$ cat src/rtl/core/ifbs_pkg.sv
// Shared types and constants for the information frame byte stuffer.
package ifbs_pkg;

    localparam logic [7:0] FLAG_BYTE   = 8'h7e;
    localparam logic [7:0] ESCAPE_BYTE = 8'h7d;
    localparam logic [7:0] ESC_TOGGLE  = 8'h20;

    localparam logic [7:0] ADDRESS_RESET = 8'h03;
    localparam logic [7:0] CONTROL_RESET = 8'h40;

    localparam int CFG_INDEX_W = 2;
    localparam logic [CFG_INDEX_W-1:0] CFG_ADDRESS = 2'd0;
    localparam logic [CFG_INDEX_W-1:0] CFG_CONTROL = 2'd1;

    typedef enum logic [3:0] {
        PH_FLAG,
        PH_ADDR,
        PH_CTRL,
        PH_HCHK,
        PH_DATA,
        PH_DATA_ESC,
        PH_CHK,
        PH_CHK_ESC,
        PH_CLOSE
    } t_phase;

    typedef struct packed {
        logic [7:0] line_byte;
        logic       run_last;
        logic       frame_done;
    } t_beat;

    function automatic logic needs_escape(input logic [7:0] b);
        needs_escape = (b == FLAG_BYTE) || (b == ESCAPE_BYTE);
    endfunction

endpackage

$ cat src/rtl/core/info_frame_byte_stuffer_core.sv
// Top level of the information frame byte stuffer.
//
//  channel   direction  tdata                    tlast       tuser
//  s_axis    in         [7:0] data_byte          packet_end  -
//  m_axis    out        [7:0] line_byte          run_last    frame_done
//  cfg       in         index 0 address, 1 control, plain write
//
// An input beat becomes 1 or 2 output bytes inside a frame, up to 9 for a one-byte
// packet (4 header, 2 data, 2 check, 1 flag); the sequencer emits one byte per cycle
// while m_axis is not stalled. The next beat is taken in the cycle its predecessor's
// last byte moves to the output register. Reset is synchronous and closes any frame.
// A stall on m_axis holds the output register and back-pressures s_axis.
module info_frame_byte_stuffer_core import ifbs_pkg::*; (
    input  logic                   i_clk,
    input  logic                   i_rst_n,
    input  logic                   s_axis_tvalid,
    output logic                   s_axis_tready,
    input  logic [7:0]             s_axis_tdata,   // [7:0] data_byte
    input  logic                   s_axis_tlast,
    output logic                   m_axis_tvalid,
    input  logic                   m_axis_tready,
    output logic [7:0]             m_axis_tdata,   // [7:0] line_byte
    output logic                   m_axis_tlast,
    output logic                   m_axis_tuser,   // [0] frame_done
    input  logic                   i_cfg_we,
    input  logic [CFG_INDEX_W-1:0] i_cfg_index,
    input  logic [7:0]             i_cfg_data
);

    logic [7:0] r_address;
    logic [7:0] r_control;
    t_beat      seq_beat;
    logic       seq_valid;
    logic       seq_ready;
    t_beat      out_beat;

    always_ff @(posedge i_clk) begin
        if (!i_rst_n) begin
            r_address <= ADDRESS_RESET;
            r_control <= CONTROL_RESET;
        end else if (i_cfg_we) begin
            unique case (i_cfg_index)
                CFG_ADDRESS: r_address <= i_cfg_data;
                CFG_CONTROL: r_control <= i_cfg_data;
                default: ;
            endcase
        end
    end

    ifbs_seq u_seq (
        .i_clk        (i_clk),
        .i_rst_n      (i_rst_n),
        .i_in_valid   (s_axis_tvalid),
        .i_in_data    (s_axis_tdata),
        .i_in_last    (s_axis_tlast),
        .o_in_ready   (s_axis_tready),
        .i_address    (r_address),
        .i_control    (r_control),
        .o_beat       (seq_beat),
        .o_beat_valid (seq_valid),
        .i_beat_ready (seq_ready)
    );

    ifbs_obuf u_obuf (
        .i_clk        (i_clk),
        .i_rst_n      (i_rst_n),
        .i_beat       (seq_beat),
        .i_beat_valid (seq_valid),
        .o_beat_ready (seq_ready),
        .o_valid      (m_axis_tvalid),
        .i_ready      (m_axis_tready),
        .o_beat       (out_beat)
    );

    assign m_axis_tdata = out_beat.line_byte;
    assign m_axis_tlast = out_beat.run_last;
    assign m_axis_tuser = out_beat.frame_done;

endmodule

$ cat src/rtl/core/ifbs_seq.sv
// Item register and byte sequencer: header, stuffed data, stuffed check, closing flag.
module ifbs_seq import ifbs_pkg::*; (
    input  logic       i_clk,
    input  logic       i_rst_n,
    input  logic       i_in_valid,
    input  logic [7:0] i_in_data,
    input  logic       i_in_last,
    output logic       o_in_ready,
    input  logic [7:0] i_address,
    input  logic [7:0] i_control,
    output t_beat      o_beat,
    output logic       o_beat_valid,
    input  logic       i_beat_ready
);

    logic       r_busy;
    t_phase     r_phase;
    logic [7:0] r_data;
    logic       r_last;
    logic [7:0] r_sum;
    logic       r_inside;
    logic [7:0] r_check;

    t_phase     n_phase;
    logic       step_done;
    logic       emit;
    logic       accept;
    logic [7:0] check_base;

    assign emit       = r_busy & i_beat_ready;
    assign o_in_ready = ~r_busy | (emit & step_done);
    assign accept     = i_in_valid & o_in_ready;
    assign check_base = r_inside ? r_check : 8'h00;
    assign o_beat_valid = r_busy;

    always_comb begin
        n_phase = r_phase;
        unique case (r_phase)
            PH_FLAG:     n_phase = PH_ADDR;
            PH_ADDR:     n_phase = PH_CTRL;
            PH_CTRL:     n_phase = PH_HCHK;
            PH_HCHK:     n_phase = PH_DATA;
            PH_DATA:     n_phase = needs_escape(r_data) ? PH_DATA_ESC : PH_CHK;
            PH_DATA_ESC: n_phase = PH_CHK;
            PH_CHK:      n_phase = needs_escape(r_sum) ? PH_CHK_ESC : PH_CLOSE;
            PH_CHK_ESC:  n_phase = PH_CLOSE;
            PH_CLOSE:    n_phase = PH_CLOSE;
            default:     n_phase = PH_FLAG;
        endcase
    end

    always_comb begin
        o_beat.line_byte  = FLAG_BYTE;
        o_beat.frame_done = 1'b0;
        step_done         = 1'b0;
        unique case (r_phase)
            PH_FLAG:     o_beat.line_byte = FLAG_BYTE;
            PH_ADDR:     o_beat.line_byte = i_address;
            PH_CTRL:     o_beat.line_byte = i_control;
            PH_HCHK:     o_beat.line_byte = i_address ^ i_control;
            PH_DATA: begin
                if (needs_escape(r_data)) begin
                    o_beat.line_byte = ESCAPE_BYTE;
                end else begin
                    o_beat.line_byte = r_data;
                    step_done        = ~r_last;
                end
            end
            PH_DATA_ESC: begin
                o_beat.line_byte = r_data ^ ESC_TOGGLE;
                step_done        = ~r_last;
            end
            PH_CHK:      o_beat.line_byte = needs_escape(r_sum) ? ESCAPE_BYTE : r_sum;
            PH_CHK_ESC:  o_beat.line_byte = r_sum ^ ESC_TOGGLE;
            PH_CLOSE: begin
                o_beat.line_byte  = FLAG_BYTE;
                o_beat.frame_done = 1'b1;
                step_done         = 1'b1;
            end
            default:     o_beat.line_byte = FLAG_BYTE;
        endcase
        o_beat.run_last = step_done;
    end

    always_ff @(posedge i_clk) begin
        if (!i_rst_n) begin
            r_busy   <= 1'b0;
            r_phase  <= PH_FLAG;
            r_inside <= 1'b0;
            r_check  <= 8'h00;
        end else if (accept) begin
            r_busy   <= 1'b1;
            r_phase  <= r_inside ? PH_DATA : PH_FLAG;
            r_inside <= ~i_in_last;
            r_check  <= i_in_last ? 8'h00 : (check_base ^ i_in_data);
        end else if (emit) begin
            if (step_done) begin
                r_busy <= 1'b0;
            end else begin
                r_phase <= n_phase;
            end
        end
    end

    always_ff @(posedge i_clk) begin
        if (accept) begin
            r_data <= i_in_data;
            r_last <= i_in_last;
            r_sum  <= check_base ^ i_in_data;
        end
    end

endmodule

$ cat src/rtl/core/ifbs_obuf.sv
// Output register stage for the line byte stream.
module ifbs_obuf import ifbs_pkg::*; (
    input  logic       i_clk,
    input  logic       i_rst_n,
    input  t_beat      i_beat,
    input  logic       i_beat_valid,
    output logic       o_beat_ready,
    output logic       o_valid,
    input  logic       i_ready,
    output t_beat      o_beat
);

    logic  r_valid;
    t_beat r_beat;

    assign o_beat_ready = ~r_valid | i_ready;
    assign o_valid      = r_valid;
    assign o_beat       = r_beat;

    always_ff @(posedge i_clk) begin
        if (!i_rst_n) begin
            r_valid <= 1'b0;
        end else if (o_beat_ready) begin
            r_valid <= i_beat_valid;
        end
    end

    always_ff @(posedge i_clk) begin
        if (o_beat_ready && i_beat_valid) begin
            r_beat <= i_beat;
        end
    end

endmodule

$ cat config.mk
export PLATFORM = sky130hd
export DESIGN_NAME = info_frame_byte_stuffer_core
export DESIGN_NICKNAME = d
export VERILOG_FILES = /design/src/rtl/core/ifbs_pkg.sv /design/src/rtl/core/info_frame_byte_stuffer_core.sv /design/src/rtl/core/ifbs_seq.sv /design/src/rtl/core/ifbs_obuf.sv
export SDC_FILE = /design/constraint.sdc
export NUM_CORES = 1
export LEC_CHECK = 0
export BUFFER_PORTS_ARGS = -buffer_cell sky130_fd_sc_hd__buf_4
export CAP_MARGIN = 10
export CORE_ASPECT_RATIO = 1.25
export CORE_MARGIN = 4
export CORE_UTILIZATION = 55
export CTS_BUF_LIST = sky130_fd_sc_hd__clkbuf_8
export CTS_CLUSTER_SIZE = 16
export DETAILED_ROUTE_END_ITERATION = 8
export PLACE_DENSITY_LB_ADDON = 0.3
export SYNTH_ARGS = -nofsm -noshare
export SYNTH_HDL_FRONTEND = slang
export SYNTH_SLANG_ARGS = --single-unit
$ cat constraint.sdc
create_clock -name i_clk -period 5.9 [get_ports i_clk]
set_clock_uncertainty 0.2 [all_clocks]
set_input_delay 0.885 -clock i_clk [delete_from_list [all_inputs] [get_ports i_clk]]
set_output_delay 0.885 -clock i_clk [all_outputs]
set_load 0.01 [all_outputs]
==> impl_metrics.json, run 1 <==
{
  "synthCells": 259,
  "fin_crit_ns": 3.23,
  "first_pass_iters": 4,
  "max_slew_margin": 0.454,
  "num_antenna_cells": 0,
  "drive_above_1_share": 0.199,
  "grt_pass1_wl_um": 8960,
  "rows": 28,
  "worst_pin_slew_ns": 0.817,
  "cts_buffers": 9,
  "antenna_left": 0,
  "wire_per_inst_um": 15.2,
  "startpoint": "u_seq.r_phase[2]",
  "drc": 0,
  "max_cap_violations": 0,
  "routed_via_density": 5.74,
  "min_path_type": "flop to flop",
  "initialDrtViolationCount": 204,
  "synth-seq-cells": 58,
  "core_um2": 4800,
  "synth_xor_area_frac": 0.0382,
  "power_mw": 0.937,
  "die_area_um2": 6200,
  "multi_input_area_um2": 1220,
  "status": "finished, final reports clean",
  "gp_congestion": 0.830,
  "h-tree-depth": 3,
  "antenna_found_initial": 0,
  "hold_depth": 2,
  "critical_path_arrival_ns": 2.14,
  "holdCritStartpoint": "u_seq.r_check[4]",
  "cts-resized-gates": 0,
  "syn_to_final_growth_pct": 17.2,
  "synth_area_um2": 2750,
  "postPlaceCellArea_um2": 3020,
  "endpoint_kind": "output port",
  "critPathLaunchType": "flop",
  "grt_max_degree": 33,
  "cp.required_ns": 4.82,
  "synth.yosys.warnings": 0,
  "yosysSeqAreaShare": 0.520,
  "rsz0062_at_grt": "false",
  "vias": 2045,
  "synth_area_leader_cell": "edfxtp_1",
  "final-seq-area_um2": 1430,
  "synth_top_family_by_area": "simple AND/OR/NAND/NOR gates",
  "ys.flop_type": "dfxtp_1",
  "synth-simple-area-share": 0.207,
  "yosysTopAreaCellShare": 0.295,
  "async_flop_share": 0,
  "hold_viol_final": 0,
  "clockBufferDepth": 2,
  "clk_pin_slew_ns": 0.06,
  "synth_fa_ha_area_frac": 0,
  "fmax_mhz": 310,
  "crit_path_max_fanout": 22,
  "dp_hpwl_um": 3920,
  "syn_nets": 283,
  "period_share": 0.547,
  "setup_violations": 0,
  "ir_drop_mv": 0.185,
  "crit_type": "flop to output port",
  "p_per_area_nw_per_um2": 291,
  "cts_tree": "built",
  "finalMaxSlewViolations": 0,
  "holdBufCountCts": 0,
  "post_cts_buffers": 0,
  "chipWidth_um": 71.2,
  "grt_usage": 0.189,
  "ioPinCount": 36,
  "clock-sinks": 58,
  "grt_overflow": 0,
  "synthTopCellsByArea": "edfxtp_1 (29%), dfxtp_1 (23%), mux2i_1 (9.5%)",
  "clk_latency_ns": 0.33,
  "synth_edf_count": 27,
  "wl_um": 5420,
  "die_h_um": 87.1,
  "setup_tns_ns": 0,
  "power_leakage_nw": 1.25,
  "fillers": 371,
  "root_buffer": "clkbuf_8",
  "rr_worst_depth": 4,
  "synth.mux.area_fraction": 0.0946,
  "fin_area_um2": 3220,
  "reg2reg_from": "u_seq.r_phase[2]",
  "avgSynthCellArea_um2": 10.6,
  "nets": 315,
  "synth.distinct_cells": 47,
  "start_util": 0.573,
  "synth_compound_area_frac": 0.105,
  "grt_pass1_vias": 1947,
  "port_buffers": 35
}
[path summary, 6_finish.rpt]
check | endpoint | slack, ns
worst max-delay path | s_axis_tready | 2.67
worst max register to register | u_seq.r_sum[2] | 2.91
worst min-delay path | u_seq.r_check[4] | 0.26
worst min register to register | u_seq.r_check[4] | 0.26
[Yosys cell counts (3+ instances only)]
master	instances
dfxtp_1	31
nand3b_1	4
a221oi_1	3
nand2_1	51
clkbuf_1	8
a21oi_1	8
mux2i_1	26
buf_6	3
nor2_1	4
xnor2_1	9
inv_1	4
edfxtp_1	27
nand3_1	6
nor3b_1	4
nor2b_1	16
o21ai_0	8
a31oi_1	4
buf_1	3
xor2_1	3
a32oi_1	3
[cell type report]
class	instances	share of cell area
clock inverters	4	0.0132
clock buffers	12	0.0512
multi-input cells	182	0.380
inverters	4	0.00466
flip-flops and latches	58	0.444
repair buffers	36	0.0839
well taps	60	0.0233
[stage by stage]
step | hold WS [ns] | util | setup slack, ns | std cells
after CTS | 0.264 | 0.672 | 2.69 | 356
after global routing | 0.281 | 0.672 | 2.56 | 356
after floorplan | 0.238 | - | 3.42 | 259
after global placement | 0.249 | 0.628 | 2.97 | 340
after detailed placement | 0.256 | 0.628 | 2.93 | 340
final | 0.261 | 0.672 | 2.67 | 356
[power by group]
group          switching [mW]  internal [mW]  leakage [nW]
Combinational          0.0519         0.0504         0.634
Clock                   0.141          0.226         0.115
Sequential             0.0205          0.448         0.506
[cell usage in the layout (no fill, tap or decap), drive strengths merged, types with 8 or more instances in the layout]
cell,n
buf,36
clkbuf,12
dfxtp,31
nand2,52
nor2b,16
edfxtp,27
a21oi,8
xnor2,9
mux2i,26
o21ai,9
[metal layers]
| layer | share of wire | GRT usage | wire length, um | vias up |
|---|---|---|---|---|
| li1 | - | - | - | 996 |
| met1 | 0.41 | 0.216 | 2200 | 961 |
| met2 | 0.51 | 0.323 | 2790 | 75 |
| met3 | 0.061 | 0.0531 | 330 | 13 |
| met4 | 0.018 | 0.0940 | 97 | 0 |
| met5 | 0 | 0 | 0 | - |
[critical path: stages (launching register included)]
cell and delay (ns):
dfxtp_1 0.79, or4b_4 0.57, o311ai_4 0.28, buf_4 0.18
[sequential cells by signal (all words and copies together), names as in the netlist]
name,count
u_seq.r_phase,4
u_seq.r_inside,1
u_seq.r_last,1
u_obuf.o_beat,10
r_control,8
u_obuf.o_valid,1
u_seq.r_sum,8
u_seq.o_beat_valid,1
r_address,8
u_seq.r_check,8
u_seq.r_data,8
[cell families after synthesis]
group                  Yosys count
AO/OA/AOI/OAI                   39
XOR/XNOR                        12
buffers and inverters           19
flip-flops                      58
multiplexers                    26
AND/OR/NAND/NOR                105
Note: power is estimated with default switching activity, not from simulation.
==> run 2, diff against run 1 <==
Settings changed: CORE_UTILIZATION 55 to 54.
Clock period 5.9 ns to 2.9 ns, I/O delays scaled along.
==> run 2 against run 1 <==
  * Design area is 1.0% higher
  * Total power is 97% higher
  * Sequential power is 100% higher
==> impl_metrics.json, run 2 (synthesized netlist as in run 1, its figures left out) <==
{
  "cp.required_ns": 2.27,
  "grt_overflow": 0,
  "routed_via_density": 5.59,
  "endpoint_kind": "output port",
  "grt_usage": 0.196,
  "grt_pass1_wl_um": 9270,
  "grtUsageMet1": 0.229,
  "cts_tree": "built",
  "p_per_area_nw_per_um2": 568,
  "chipWidth_um": 71.8,
  "min_path_type": "input port to flop",
  "max_slew_margin": 0.560,
  "period_share": 0.840,
  "antenna_found_initial": 0,
  "ioPinCount": 36,
  "core_um2": 4830,
  "vias": 2033,
  "cts-resized-gates": 0,
  "die_area_um2": 6310,
  "crit_type": "flop to output port",
  "die_h_um": 87.8,
  "final_cell_mix": "nand2_1 (51), buf_4 (44), dfxtp_1 (31)",
  "syn_to_final_growth_pct": 18.4,
  "clk_latency_ns": 0.34,
  "setup_tns_ns": 0,
  "max_cap_violations": 0,
  "h-tree-depth": 3,
  "power_mw": 1.85,
  "port_buffers": 35,
  "clockBufferDepth": 2,
  "clock-sinks": 58,
  "rsz0062_at_grt": "false",
  "drc": 0,
  "final_common_cell": "nand2_1",
  "cts_buffers": 9,
  "start_util": 0.569,
  "grt-busiest-layer": "met2",
  "worst_pin_slew_ns": 0.659,
  "fmax_mhz": 410,
  "ir_drop_mv": 0.414,
  "power_leakage_nw": 1.29,
  "largest_reg_flops": 10,
  "nets": 323,
  "wire_per_inst_um": 15.2,
  "finalMaxSlewViolations": 0,
  "wl_um": 5550,
  "drive_above_1_share": 0.217,
  "clk_pin_slew_ns": 0.06,
  "dp_hpwl_um": 4060,
  "gp_congestion": 0.873,
  "grt_pass1_vias": 1930,
  "status": "finished, final reports clean",
  "holdBufCountCts": 0,
  "crit_path_max_fanout": 12,
  "initialDrtViolationCount": 235,
  "antenna_left": 0,
  "root_buffer": "clkbuf_8",
  "fin_crit_ns": 2.44,
  "rows": 28,
  "grt_max_degree": 33,
  "first_pass_iters": 4,
  "post_cts_buffers": 0,
  "critical_path_arrival_ns": 1.80,
  "setup_violations": 0,
  "critPathLaunchType": "flop",
  "num_antenna_cells": 0,
  "hold_viol_final": 0,
  "met2_usage": 0.319,
  "grt_util_met3": 0.0436
}
==> run 2: cell count changes in the layout (fill, tap and decap cells not counted) <==
| cell | change |
|---|---|
| clkinv_2 | +2 |
| clkbuf_8 | -3 |
| buf_4 | +8 |
| inv_1 | +1 |
==> run 2: through the flow <==
step / instance area (um2) / hold WS, ns / worst slack, ns / util / instances
after detailed placement: 3080 / 0.253 / 0.536 / 0.636 / 348
final: 3260 / 0.0901 / 0.463 / 0.673 / 364
after global placement: 3080 / 0.246 / 0.564 / 0.636 / 348
after floorplan: 2750 / 0.238 / 0.483 / - / 259
after global routing: 3260 / 0.0694 / 0.370 / 0.673 / 364
after CTS: 3260 / 0.0756 / 0.484 / 0.673 / 364
==> run 2: worst max-delay path, cell delays in order (launching register included) <==
cell	delay, ns
dfxtp_1	0.31
buf_4	0.17
nor4b_2	0.50
nand2_1	0.18
o311ai_4	0.13
buf_4	0.18
==> run 2: layout make-up <==
cell class | count | area, um2
fillers | 399 | 1580
clock inverters | 7 | 56.3
multi-input cells | 182 | 1220
inverters | 4 | 15.0
flip-flops and latches | 58 | 1430
repair buffers | 44 | 330
clock buffers | 9 | 124
well taps | 60 | 75.1
==> run 2: power breakdown <==
| part | total (mW) | switching (mW) | internal, mW |
|---|---|---|---|
| clock network | 0.676 | 0.295 | 0.382 |
| logic | 0.233 | 0.122 | 0.111 |
| registers | 0.939 | 0.0284 | 0.911 |
==> run 2: final timing paths <==
check,startpoint,to,slack (ns),cells after the start
setup / recovery,u_seq.r_phase[0],s_axis_tready,0.46,5
hold / removal,s_axis_tdata[3],u_seq.r_data[3],0.09,1
setup reg to reg,u_seq.r_phase[0],u_seq.r_sum[4],0.50,6
hold reg to reg,u_seq.r_check[0],u_seq.r_check[0],0.26,2
==> run 2: layer usage <==
| metal | wire length [um] | share of wire |
|---|---|---|
| met2 | 2700 | 0.49 |
| met1 | 2340 | 0.42 |
| met4 | 178 | 0.032 |
| met5 | 0 | 0 |
| met3 | 327 | 0.059 |
==> run 3, diff against run 2 <==
Clock period 2.9 ns to 2 ns, I/O delays scaled along.
==> run 3 against run 2 <==
  * The flow now finishes with violations (negative setup slack)
  * Register-to-register slack got worse by 0.79 ns
  * Routed wire length rose by 20%
  * Combinational power is 94% higher
  * Total power is 55% higher
  * Non-clock buffer count rose by 34
  * Critical path depth shrank 1
  * Largest cell class unchanged
  * Largest power group unchanged
==> impl_metrics.json, run 3 (synthesized netlist as in run 1, its figures left out) <==
{
  "status": "complete, but fails checks",
  "violations": "negative setup slack",
  "reg2reg_from": "u_seq.r_last",
  "startpoint": "u_seq.r_last",
  "largest_reg_flops": 10,
  "cts_tree": "built",
  "timing.final.ws_setup_ns": -0.324,
  "start_util": 0.569,
  "crit_type": "flop to output port",
  "root_buffer": "clkbuf_8",
  "reg2reg_slack_ns": -0.29,
  "place_inst": 361,
  "final_cell_mix": "buf_4 (57), nand2_1 (51), dfxtp_1 (31)",
  "fmax_mhz": 430,
  "rr_worst_depth": 7,
  "grt_overflow": 0,
  "p_sw_mw": 0.703,
  "first_pass_iters": 4,
  "critPathLaunchType": "flop",
  "min_path_type": "input port to flop",
  "antenna_found_initial": 0,
  "syn_to_final_growth_pct": 34.2,
  "die_h_um": 87.8,
  "grt_usage": 0.222,
  "antenna_left": 0,
  "post-route-util": 0.763,
  "p_int_mw": 2.15,
  "switching_share": 0.246,
  "clk_latency_ns": 0.34,
  "setup_tns_ns": -5.66,
  "initialDrtViolationCount": 207,
  "chipWidth_um": 71.8,
  "die_area_um2": 6310,
  "crit_path_max_fanout": 2,
  "power_frac_clock": 0.366,
  "grt_max_degree": 33,
  "h-tree-depth": 3,
  "rows": 28,
  "num_antenna_cells": 0,
  "grt_pass1_vias": 2228,
  "clockBufferDepth": 2,
  "max_cap_violations": 0,
  "hold_viol_final": 0,
  "vias": 2235,
  "power_leakage_nw": 1.48,
  "ioPinCount": 36,
  "endpoint": "s_axis_tready",
  "drc": 0,
  "nets": 357,
  "wire_per_inst_um": 16.7,
  "grt_pass1_wl_um": 10500,
  "setup_violations": 29,
  "max_slew_margin": 0.639,
  "final_cells": 398,
  "worst_pin_slew_ns": 0.541,
  "endpoint_kind": "output port",
  "combPwrFrac": 0.158,
  "port_buffers": 35,
  "ir_drop_mv": 0.552,
  "clock-sinks": 58,
  "cts_buffers": 9,
  "dp_hpwl_um": 4320,
  "period_share": 1.16,
  "routed_via_density": 5.62,
  "fin_crit_ns": 2.32,
  "drive_above_1_share": 0.287,
  "critical_path_arrival_ns": 1.82,
  "gp_congestion": 0.830,
  "wl_um": 6660,
  "p_seq_frac": 0.477,
  "p_per_area_nw_per_um2": 774,
  "rsz0062_at_grt": "true",
  "finalMaxSlewViolations": 0,
  "core_um2": 4830,
  "cp.required_ns": 1.50,
  "r2r-end": "u_seq.r_data[4]",
  "clk_pin_slew_ns": 0.07,
  "final_common_cell": "buf_4"
}
[run 3: layout make-up]
| class | count | area, um2 |
|---|---|---|
| clock inverters | 6 | 56.3 |
| flip-flops and latches | 58 | 1430 |
| fillers | 344 | 1140 |
| well taps | 60 | 75.1 |
| multi-input cells | 182 | 1270 |
| inverters | 4 | 18.8 |
| repair buffers | 78 | 699 |
| clock buffers | 10 | 138 |
[run 3: what timing repair did]
action                                  in CTS  in global routing
gates cloned                                 2                  1
endpoints found under the setup margin      24                 33
gates resized for setup                      5                 14
pin swaps                                    1                  4
endpoints found under the hold margin       12                  0
hold buffers                                12                  0
setup buffers                                4                  4
[run 3: through the flow]
step | hold slack, ns | area, um2 | setup slack, ns | total power [mW]
detailed placement | 0.257 | 3180 | -0.143 | 1.74
CTS | 0.0222 | 3630 | -0.286 | 2.84
global route | 0.0328 | 3690 | -0.374 | 2.97
finish | 0.0322 | 3690 | -0.324 | 2.86
global placement | 0.245 | 3180 | -0.0305 | 1.73
floorplan | 0.199 | 2750 | -0.230 | 1.59
[run 3: metal layers]
metal | routed length, um | vias up | GRT usage | part of all wire
met5 | 0 | - | 0 | 0
li1 | - | 1086 | - | -
met2 | 3490 | 73 | 0.380 | 0.52
met4 | 262 | 0 | 0.154 | 0.039
met1 | 2610 | 1049 | 0.247 | 0.39
met3 | 297 | 27 | 0.0436 | 0.045
[run 3: critical path, stage by stage, from the launching register on]
cell and delay, ns:
edfxtp_1 0.40, or4b_4 0.54, o311ai_4 0.30, buf_4 0.16, buf_6 0.09
[run 3: worst min path at each step]
stage | from | end | cells after the start
after detailed placement | u_seq.r_check[1] | u_seq.r_check[1] | 2
after floorplan | s_axis_tdata[0] | u_seq.r_data[0] | 0
final | i_cfg_data[2] | r_control[2] | 3
after global placement | u_seq.r_check[5] | u_seq.r_check[5] | 2
after CTS | i_cfg_data[2] | r_control[2] | 3
after global routing | i_cfg_data[2] | r_control[2] | 3
[run 3: power by group through the flow]
| stage | logic, mW | clock network [mW] | registers (mW) |
|---|---|---|---|
| floorplan | 0.214 | 0 | 1.38 |
| global placement | 0.350 | 0 | 1.38 |
| detailed placement | 0.359 | 0 | 1.39 |
| CTS | 0.426 | 1.06 | 1.36 |
| global route | 0.487 | 1.11 | 1.37 |
| finish | 0.451 | 1.04 | 1.36 |
